==> src/hw/rtl/srp_pkg.sv <==
// Shared types and constants for the shelf rectangle packer.
`timescale 1ns / 1ps
package srp_pkg;

    localparam int MAX_RECTS = 32;
    localparam int IDX_W     = 5;
    localparam int CNT_W     = 6;
    localparam int DIM_BITS  = 14;
    localparam int ID_W      = 16;
    localparam int TOP_W     = 20;
    localparam int EXT_W     = 17;
    localparam int GAP_W     = 8;
    localparam int MAXW_W    = 16;
    localparam int IN_DATA_W  = 48;
    localparam int OUT_DATA_W = 120;

    // Register indexes on the configuration port
    localparam logic REG_GAP  = 1'b0;
    localparam logic REG_MAXW = 1'b1;

    // Result kinds
    localparam logic KIND_PLACE   = 1'b0;
    localparam logic KIND_SUMMARY = 1'b1;

    typedef enum logic [2:0] {
        ST_LOAD,
        ST_SEL_RD,
        ST_SEL_CHK,
        ST_SH_RD,
        ST_SH_CHK,
        ST_SUMMARY
    } state_t;

    typedef struct packed {
        logic [ID_W-1:0]     id;
        logic [DIM_BITS-1:0] w;
        logic [DIM_BITS-1:0] h;
    } rect_t;

    typedef struct packed {
        logic [TOP_W-1:0]    top;
        logic [EXT_W-1:0]    ext;
        logic [DIM_BITS-1:0] tall;
    } shelf_t;

endpackage

==> src/hw/rtl/shelf_rect_packer_unit.sv <==
// Shelf packer: loads rectangles, orders them by height, places them on shelves.
// Loading: one rectangle word per cycle, ready whenever the unit is loading.
// Packing N stored words: N+1 selection passes over the store, then per placed rectangle
// a first-fit read of the shelves; placement and summary words can stall on the output.
// The output register lets the next run load while the summary waits.
// rst_n clears control state, restores gap 0 and maximum width 1024; memories not reset.
`timescale 1ns / 1ps
module shelf_rect_packer_unit (
    input  logic                              clk,
    input  logic                              rst_n,
    // APB configuration
    input  logic                              psel,
    input  logic                              penable,
    input  logic                              pwrite,
    input  logic [2:0]                        paddr,
    input  logic [31:0]                       pwdata,
    output logic [31:0]                       prdata,
    output logic                              pready,
    // rectangle words in
    input  logic                              s_axis_tvalid,
    output logic                              s_axis_tready,
    input  logic [srp_pkg::IN_DATA_W-1:0]     s_axis_tdata,  // rect_id, rect_width, rect_height
    input  logic                              s_axis_tlast,  // last_rect
    // result words out
    output logic                              m_axis_tvalid,
    input  logic                              m_axis_tready,
    // place_id, place_x, place_y, place_width, place_height, sheet_width,
    // sheet_height, overflow_flag
    output logic [srp_pkg::OUT_DATA_W-1:0]    m_axis_tdata,
    output logic                              m_axis_tuser,  // result_kind
    output logic                              m_axis_tlast   // last_result
);
    import srp_pkg::*;

    state_t state_reg, state_next;
    logic [GAP_W-1:0]  gap_reg;
    logic [MAXW_W-1:0] maxw_reg;
    logic [CNT_W-1:0]  rect_cnt_reg, rect_cnt_next;
    logic [CNT_W-1:0]  shelf_cnt_reg, shelf_cnt_next;
    logic              dropped_reg, dropped_next;
    logic [MAX_RECTS-1:0] taken_reg, taken_next;
    logic [CNT_W-1:0]  scan_reg, scan_next;
    logic              best_found_reg, best_found_next;
    logic [IDX_W-1:0]  best_idx_reg, best_idx_next;
    rect_t             best_reg, best_next;
    logic [TOP_W-1:0]  bottom_reg, bottom_next;
    logic [EXT_W-1:0]  max_ext_reg, max_ext_next;
    logic [TOP_W-1:0]  max_bot_reg, max_bot_next;
    logic              out_valid_reg, out_valid_next;
    logic              out_kind_reg, out_kind_next;
    logic              out_last_reg, out_last_next;
    logic [OUT_DATA_W-1:0] out_data_reg, out_data_next;

    // memories
    rect_t  rect_mem [MAX_RECTS];
    shelf_t shelf_mem [MAX_RECTS];
    rect_t  rect_q_reg;
    shelf_t shelf_q_reg;
    logic             rect_we, rect_re, shelf_we, shelf_re;
    logic [IDX_W-1:0] rect_waddr, rect_raddr, shelf_waddr, shelf_raddr;
    rect_t            rect_wdata;
    shelf_t           shelf_wdata;

    // arithmetic
    logic [MAXW_W-1:0]   maxw_eff;
    logic [DIM_BITS:0]   rwg;
    logic [EXT_W:0]      sum_ext;
    logic                fits;
    logic [DIM_BITS-1:0] new_tall;
    logic [TOP_W-1:0]    bot_cand;
    logic [TOP_W-1:0]    place_bot;
    logic                better;
    logic                out_free;
    logic [EXT_W-1:0]    sheet_w;

    // configuration port
    logic cfg_wr;
    assign pready = 1'b1;
    assign cfg_wr = psel && penable && pwrite;

    always_ff @(posedge clk or negedge rst_n)
    begin
        if (!rst_n)
        begin
            gap_reg  <= '0;
            maxw_reg <= MAXW_W'(1024);
        end
        else if (cfg_wr)
        begin
            case (paddr[2])
                REG_GAP:  gap_reg  <= pwdata[GAP_W-1:0];
                REG_MAXW: maxw_reg <= pwdata[MAXW_W-1:0];
                default:  gap_reg  <= gap_reg;
            endcase
        end
    end

    always_comb
    begin
        case (paddr[2])
            REG_GAP:  prdata = {24'd0, gap_reg};
            REG_MAXW: prdata = {16'd0, maxw_reg};
            default:  prdata = '0;
        endcase
    end

    // rectangle store
    always_ff @(posedge clk)
    begin
        if (rect_we)
            rect_mem[rect_waddr] <= rect_wdata;
        if (rect_re)
            rect_q_reg <= rect_mem[rect_raddr];
    end

    // shelf store
    always_ff @(posedge clk)
    begin
        if (shelf_we)
            shelf_mem[shelf_waddr] <= shelf_wdata;
        if (shelf_re)
            shelf_q_reg <= shelf_mem[shelf_raddr];
    end

    // datapath terms
    assign maxw_eff = (maxw_reg == '0) ? MAXW_W'(1) : maxw_reg;
    assign rwg      = {1'b0, best_reg.w} + (DIM_BITS+1)'(gap_reg);
    assign sum_ext  = {1'b0, shelf_q_reg.ext} + (EXT_W+1)'(rwg);
    assign fits     = sum_ext <= (EXT_W+1)'(maxw_eff);
    assign new_tall = (best_reg.h > shelf_q_reg.tall) ? best_reg.h : shelf_q_reg.tall;
    assign bot_cand = shelf_q_reg.top + TOP_W'(shelf_q_reg.tall) + TOP_W'(gap_reg);
    assign place_bot = shelf_q_reg.top + TOP_W'(new_tall);
    assign better   = !best_found_reg || (rect_q_reg.h > best_reg.h)
                   || ((rect_q_reg.h == best_reg.h) && (rect_q_reg.id < best_reg.id));
    assign out_free = !out_valid_reg || m_axis_tready;
    assign sheet_w  = (max_ext_reg > EXT_W'(gap_reg)) ? max_ext_reg - EXT_W'(gap_reg) : '0;

    assign s_axis_tready = (state_reg == ST_LOAD);
    assign m_axis_tvalid = out_valid_reg;
    assign m_axis_tdata  = out_data_reg;
    assign m_axis_tuser  = out_kind_reg;
    assign m_axis_tlast  = out_last_reg;

    // control and next state
    always_comb
    begin
        state_next      = state_reg;
        rect_cnt_next   = rect_cnt_reg;
        shelf_cnt_next  = shelf_cnt_reg;
        dropped_next    = dropped_reg;
        taken_next      = taken_reg;
        scan_next       = scan_reg;
        best_found_next = best_found_reg;
        best_idx_next   = best_idx_reg;
        best_next       = best_reg;
        bottom_next     = bottom_reg;
        max_ext_next    = max_ext_reg;
        max_bot_next    = max_bot_reg;
        out_valid_next  = out_valid_reg && !m_axis_tready;
        out_kind_next   = out_kind_reg;
        out_last_next   = out_last_reg;
        out_data_next   = out_data_reg;
        rect_we     = 1'b0;
        rect_waddr  = rect_cnt_reg[IDX_W-1:0];
        rect_wdata  = rect_t'(s_axis_tdata[43:0]);
        rect_re     = 1'b0;
        rect_raddr  = scan_reg[IDX_W-1:0];
        shelf_we    = 1'b0;
        shelf_waddr = scan_reg[IDX_W-1:0];
        shelf_wdata = '0;
        shelf_re    = 1'b0;
        shelf_raddr = scan_reg[IDX_W-1:0];

        case (state_reg)
            ST_LOAD:
            begin
                if (s_axis_tvalid)
                begin
                    if (rect_cnt_reg < CNT_W'(MAX_RECTS))
                    begin
                        rect_we       = 1'b1;
                        rect_wdata.id = s_axis_tdata[15:0];
                        rect_wdata.w  = s_axis_tdata[29:16];
                        rect_wdata.h  = s_axis_tdata[43:30];
                        rect_cnt_next = rect_cnt_reg + CNT_W'(1);
                    end
                    else
                        dropped_next = 1'b1;
                    if (s_axis_tlast)
                    begin
                        taken_next      = '0;
                        scan_next       = '0;
                        best_found_next = 1'b0;
                        shelf_cnt_next  = '0;
                        max_ext_next    = '0;
                        max_bot_next    = '0;
                        state_next      = ST_SEL_RD;
                    end
                end
            end
            // one selection pass picks the next rectangle in packing order
            ST_SEL_RD:
            begin
                if (scan_reg < rect_cnt_reg)
                begin
                    rect_re    = 1'b1;
                    state_next = ST_SEL_CHK;
                end
                else if (best_found_reg)
                begin
                    taken_next[best_idx_reg] = 1'b1;
                    scan_next       = '0;
                    best_found_next = 1'b0;
                    bottom_next     = '0;
                    if (best_reg.w == '0 || best_reg.h == '0)
                        state_next = ST_SEL_RD;
                    else
                        state_next = ST_SH_RD;
                end
                else
                    state_next = ST_SUMMARY;
            end
            ST_SEL_CHK:
            begin
                if (!taken_reg[scan_reg[IDX_W-1:0]] && better)
                begin
                    best_found_next = 1'b1;
                    best_idx_next   = scan_reg[IDX_W-1:0];
                    best_next       = rect_q_reg;
                end
                scan_next  = scan_reg + CNT_W'(1);
                state_next = ST_SEL_RD;
            end
            // first-fit shelf search for the chosen rectangle
            ST_SH_RD:
            begin
                if (scan_reg < shelf_cnt_reg)
                begin
                    shelf_re   = 1'b1;
                    state_next = ST_SH_CHK;
                end
                else if (out_free)
                begin
                    out_valid_next = 1'b1;
                    out_kind_next  = KIND_PLACE;
                    out_last_next  = 1'b0;
                    out_data_next  = '0;
                    out_data_next[15:0]  = best_reg.id;
                    out_data_next[65:52] = best_reg.w;
                    out_data_next[79:66] = best_reg.h;
                    if (shelf_cnt_reg < CNT_W'(MAX_RECTS))
                    begin
                        shelf_we          = 1'b1;
                        shelf_waddr       = shelf_cnt_reg[IDX_W-1:0];
                        shelf_wdata.top   = bottom_reg;
                        shelf_wdata.ext   = EXT_W'(rwg);
                        shelf_wdata.tall  = best_reg.h;
                        shelf_cnt_next    = shelf_cnt_reg + CNT_W'(1);
                        out_data_next[51:32] = bottom_reg;
                        if (EXT_W'(rwg) > max_ext_reg)
                            max_ext_next = EXT_W'(rwg);
                        if (bottom_reg + TOP_W'(best_reg.h) > max_bot_reg)
                            max_bot_next = bottom_reg + TOP_W'(best_reg.h);
                    end
                    scan_next  = '0;
                    state_next = ST_SEL_RD;
                end
            end
            ST_SH_CHK:
            begin
                if (fits)
                begin
                    if (out_free)
                    begin
                        shelf_we         = 1'b1;
                        shelf_wdata.top  = shelf_q_reg.top;
                        shelf_wdata.ext  = sum_ext[EXT_W-1:0];
                        shelf_wdata.tall = new_tall;
                        out_valid_next = 1'b1;
                        out_kind_next  = KIND_PLACE;
                        out_last_next  = 1'b0;
                        out_data_next  = '0;
                        out_data_next[15:0]  = best_reg.id;
                        out_data_next[31:16] = shelf_q_reg.ext[15:0];
                        out_data_next[51:32] = shelf_q_reg.top;
                        out_data_next[65:52] = best_reg.w;
                        out_data_next[79:66] = best_reg.h;
                        if (sum_ext[EXT_W-1:0] > max_ext_reg)
                            max_ext_next = sum_ext[EXT_W-1:0];
                        if (place_bot > max_bot_reg)
                            max_bot_next = place_bot;
                        scan_next  = '0;
                        state_next = ST_SEL_RD;
                    end
                end
                else
                begin
                    if (bot_cand > bottom_reg)
                        bottom_next = bot_cand;
                    scan_next  = scan_reg + CNT_W'(1);
                    state_next = ST_SH_RD;
                end
            end
            ST_SUMMARY:
            begin
                if (out_free)
                begin
                    out_valid_next = 1'b1;
                    out_kind_next  = KIND_SUMMARY;
                    out_last_next  = 1'b1;
                    out_data_next  = '0;
                    out_data_next[95:80]  = sheet_w[15:0];
                    out_data_next[115:96] = max_bot_reg;
                    out_data_next[116]    = dropped_reg;
                    rect_cnt_next  = '0;
                    shelf_cnt_next = '0;
                    dropped_next   = 1'b0;
                    state_next     = ST_LOAD;
                end
            end
            default:
                state_next = ST_LOAD;
        endcase
    end

    always_ff @(posedge clk or negedge rst_n)
    begin
        if (!rst_n)
        begin
            state_reg      <= ST_LOAD;
            rect_cnt_reg   <= '0;
            shelf_cnt_reg  <= '0;
            dropped_reg    <= 1'b0;
            taken_reg      <= '0;
            scan_reg       <= '0;
            best_found_reg <= 1'b0;
            best_idx_reg   <= '0;
            best_reg       <= '0;
            bottom_reg     <= '0;
            max_ext_reg    <= '0;
            max_bot_reg    <= '0;
            out_valid_reg  <= 1'b0;
            out_kind_reg   <= 1'b0;
            out_last_reg   <= 1'b0;
            out_data_reg   <= '0;
        end
        else
        begin
            state_reg      <= state_next;
            rect_cnt_reg   <= rect_cnt_next;
            shelf_cnt_reg  <= shelf_cnt_next;
            dropped_reg    <= dropped_next;
            taken_reg      <= taken_next;
            scan_reg       <= scan_next;
            best_found_reg <= best_found_next;
            best_idx_reg   <= best_idx_next;
            best_reg       <= best_next;
            bottom_reg     <= bottom_next;
            max_ext_reg    <= max_ext_next;
            max_bot_reg    <= max_bot_next;
            out_valid_reg  <= out_valid_next;
            out_kind_reg   <= out_kind_next;
            out_last_reg   <= out_last_next;
            out_data_reg   <= out_data_next;
        end
    end

    // checks
    a_cnt_range: assert property (@(posedge clk) disable iff (!rst_n)
        rect_cnt_reg <= CNT_W'(MAX_RECTS))
        else $error("rectangle count beyond capacity");
    a_shelf_le_rect: assert property (@(posedge clk) disable iff (!rst_n)
        shelf_cnt_reg <= rect_cnt_reg)
        else $error("more shelves than rectangles");
    a_load_no_shelves: assert property (@(posedge clk) disable iff (!rst_n)
        s_axis_tready |-> shelf_cnt_reg == '0)
        else $error("shelves left over while loading");
    a_summary_last: assert property (@(posedge clk) disable iff (!rst_n)
        out_valid_reg |-> (out_kind_reg == out_last_reg))
        else $error("summary and last marker disagree");
endmodule

==> config.mk <==
export PLATFORM = sky130hd
export DESIGN_NAME = shelf_rect_packer_unit
export DESIGN_NICKNAME = d
export VERILOG_FILES = /design/src/hw/rtl/srp_pkg.sv /design/src/hw/rtl/shelf_rect_packer_unit.sv
export SDC_FILE = /design/constraint.sdc
export NUM_CORES = 2
export LEC_CHECK = 0
export BUFFER_PORTS_ARGS = -buffer_cell sky130_fd_sc_hd__buf_2
export CAP_MARGIN = 20
export CORE_ASPECT_RATIO = 0.7
export CORE_MARGIN = 8
export CORE_UTILIZATION = 30
export CTS_BUF_LIST = sky130_fd_sc_hd__clkbuf_16
export DETAILED_ROUTE_END_ITERATION = 8
export PLACE_DENSITY_LB_ADDON = 0.05
export RECOVER_POWER = 25
export SLEW_MARGIN = 20
export SYNTH_ARGS = -nofsm -noshare
export SYNTH_HDL_FRONTEND = slang
export SYNTH_SLANG_ARGS = --single-unit
==> constraint.sdc <==
create_clock -name clk -period 11.3 [get_ports clk]
set_clock_uncertainty 0.1 [all_clocks]
set_input_delay 1.695 -clock clk [delete_from_list [all_inputs] [get_ports clk]]
set_output_delay 1.695 -clock clk [all_outputs]
set_load 0.02 [all_outputs]
==> run summary <==
Detailed routing
• 7007 — initial DRC count
• 0 — Routed Antenna Nets
• 7 — Detailed Routing Iterations Pass 1
• 0 — drc violations
• 5.169 — drt via density
• 34.23 um — Wirelength per Cell
• 475.7 mm — Total Wirelength
• 71849 — vias post-DR

Power
• 248.0 nW/um^2 — areal power density over the cells
• 29.8% — Comb pwr share
• 0.01347 W — power spent charging and discharging nets
• 0.02679 W — cell-internal power
• 30.0% — Clk pwr share
• 53.14 nW — leakage component of the power
• 33.45% — sw frac
• 0.0001409 V — Max rail drop VDD
• 40.1% — power share of the sequential group

Clock network
• 980 ps — clock insertion delay at the later pin of the skew report
• 0 — quantity of gates resized following cts
• built — clock tree from TritonCTS
• 4 — buffer depth of the longest clock path
• sky130_fd_sc_hd__clkbuf_16 — clock root buffer
• 371 — number of buffers created by CTS
• 0 — number of buffers inserted by hold repair at cts
• 0 — Post-CTS Setup Inserts
• 60 ps — clock-pin slew on the worst setup and hold paths
• 3439 — clock net sink count
• 5 — H-tree Lvls

Global routing
• 72900 — number of global-route vias before repair
• 642.5 mm — wire length of the first global-routing pass
• 19.00% — Global Route Usage Sum
• 0 — GRT Residual Overflow
• 128 — pin count of the biggest net entering global routing
• 41 — initial antenna violation count

STA
• 0 — Final Hold Violating Endpoints
• 108.9 MHz — Achievable Freq
• 382.2 ps — Hold Slack
• 0 ps — setup total negative slack
• 0 — number of setup violations in the final report
• 1280 — Final Max Tran Viols
• 4091 ps — Worst Tran Pin Value
• 81.25% — Final Cycle Share
• 9181 ps — clock period minus final worst setup slack
• no — setup repair after global routing missed its margin
• -172.7% — relative slew slack

Setup path
• flip-flop — type of origin of the critical path
• 9660 ps — CP arrival
• 5 — Buf/Inv on CP
• 630 ps — stage delay of the slowest cell on the critical path
• compound AO/OA/AOI/OAI gates — category of cells accounting for the largest share of critical-path delay
• 11780 ps — required time reported for the critical path endpoint
• flip-flop — capturing element type of the critical path
• 28 — Crit Path Max Fanout
• reg -> reg — critical path class
• sky130_fd_sc_hd__buf_4 — standard cell with the maximum stage delay on the critical path

Placement
• 150600 sq um — cell area after placement
• 205 — count of buffers from port buffering
• 0.8040 — weighted congestion reported at the end of routability-driven placement
• 283.2 mm — DPL Wire Length
• 13196 — dpl cells

Synthesis
• 6796 — cells after synthesis
• sky130_fd_sc_hd__edfxtp_1 67%, sky130_fd_sc_hd__mux4_2 15%, sky130_fd_sc_hd__dfrtp_1 5.4%, sky130_fd_sc_hd__ha_1 2.2%, sky130_fd_sc_hd__mux2_2 1.4% — Synth area leaders
• sky130_fd_sc_hd__edfxtp_1 — leading register cell type out of synthesis
• sky130_fd_sc_hd__edfxtp_1 — library cell with the largest summed area after synthesis
• 0 — synth warn
• 3439 — flops & latches, synth
• 83 — count of distinct cell types in the synthesized netlist
• 3135 x sky130_fd_sc_hd__edfxtp_1, 960 x sky130_fd_sc_hd__mux4_2, 303 x sky130_fd_sc_hd__dfrtp_1 — Synth top cells by count
• 3135 — number of enable-type register cells in the synthesized netlist
• 8.840% — async set-reset flop share out of synthesis
• 67.33% — share of Yosys cell area claimed by the top area cell type
• 72.78% — fraction of the yosys area taken by sequential cells
• 139800 sq um — Syn Std Cell Area
• 20.57 sq um — average cell area after synthesis
• sky130_fd_sc_hd__edfxtp_1 — most frequent cell after synthesis

Floorplanning
• 30.16% — effective utilization at floorplan
• 832.0 um — DIE WIDTH
• 488500 sq um — die outline area
• 209 — Placement Rows
• 248 — number of primary I/O pins
• 587.2 um — height of the die
• 463600 sq um — area of the core

Finish
• 36800 sq um — total area of multi-input combinational cells
• 1632 — flip-flop count of the largest register after layout
• 27.99% — share of layout cells above drive strength 1
• 101800 sq um — sequential standard cell area
• 43111 — fillcell total
• shelf_mem — Largest Register
• 16.10% — Area growth syn-to-layout
• 162300 sq um — final instance area
• 7700 — number of nets in the layout
• 13899 — non-filler cells in the finished layout

Run status
• finished with violations — outcome
• max-capacitance violations, max-slew violations — violated checks

Worst hold path
• reg -> reg — HP Class

Job
• 34 — count of max-cap constraint violations

[through the flow]
| stage | power [W] | util (%) | setup WS [ps] |
|---|---|---|---|
| after floorplan | 0.02364 | - | 2758 |
| after global placement | 0.02849 | 32.44 | 2053 |
| after detailed placement | 0.02852 | 32.48 | 2140 |
| after CTS | 0.04077 | 35.05 | 2099 |
| after global routing | 0.04219 | 35.00 | 1306 |
| final | 0.04025 | 35.01 | 2119 |
[cell type report]
class                      instances  area share [%]
multi-input combinational       2866           22.67
clock inverter                   307           1.550
tap                             6224           4.797
inverter                         198          0.4579
antenna                           16         0.02467
sequential                      3439           62.69
timing repair buffer             473           2.009
clock buffer                     376           5.796
[final timing paths]
check,from,to,slack (ps),cells after the start
max,gap_reg[0],shelf_mem[27][10],2120,29
min,rect_q_reg[21],best_reg[21],380,1
max reg2reg,gap_reg[0],shelf_mem[27][10],2120,29
min reg2reg,rect_q_reg[21],best_reg[21],380,1
max in group asynchronous,rst_n,bottom_reg[2],2730,3
min in group asynchronous,rst_n,m_axis_tdata[69],1830,1
[layer usage]
layer | vias to the layer above | part of all wire, % | global-route usage [%] | routed length, um
li1 | 29311 | - | - | -
met4 | 10 | 2.2 | 4.068 | 10600
met3 | 525 | 7.0 | 4.255 | 33360
met2 | 2230 | 41 | 26.68 | 196900
met5 | - | 0.013 | 0 | 61
met1 | 39773 | 49 | 29.72 | 234800
[cells in the final DEF, fill, tap and decap left out, drive strengths merged, types with 20 or more instances in the layout]
master  count
a21o       64
a21oi     127
a22o       36
a22oi      20
a31o       25
a32o       98
buf       320
bufinv     34
clkbuf    529
clkinv    179
conb       52
dfrtp     303
edfxtp   3135
ha        246
inv       274
mux2      184
mux2i      56
mux4      960
nand2     236
nand2b     21
nand3      48
nand4      43
nor2      193
nor2b      21
nor3       27
o21ai      65
o22ai      32
xnor2      64
xor2       28
[cell families after synthesis]
| kind of cell | synth area share [%] |
|---|---|
| compound gates | 3.117 |
| xor+xnor | 0.5763 |
| fa+ha+maj | 2.402 |
| buf+inv | 1.600 |
| flops | 72.78 |
| mux | 17.35 |
| other cells | 0.005371 |
| simple gates | 2.177 |
[power groups by stage]
stage / logic [W] / registers [W] / clock network [W]
floorplan: 0.00758 / 0.0161 / 0
global placement: 0.0121 / 0.0164 / 0
detailed placement: 0.0121 / 0.0164 / 0
CTS: 0.0122 / 0.0161 / 0.0125
global route: 0.0131 / 0.0162 / 0.0129
finish: 0.0120 / 0.0162 / 0.0121
No activity file was read; power rests on OpenSTA's default activity.
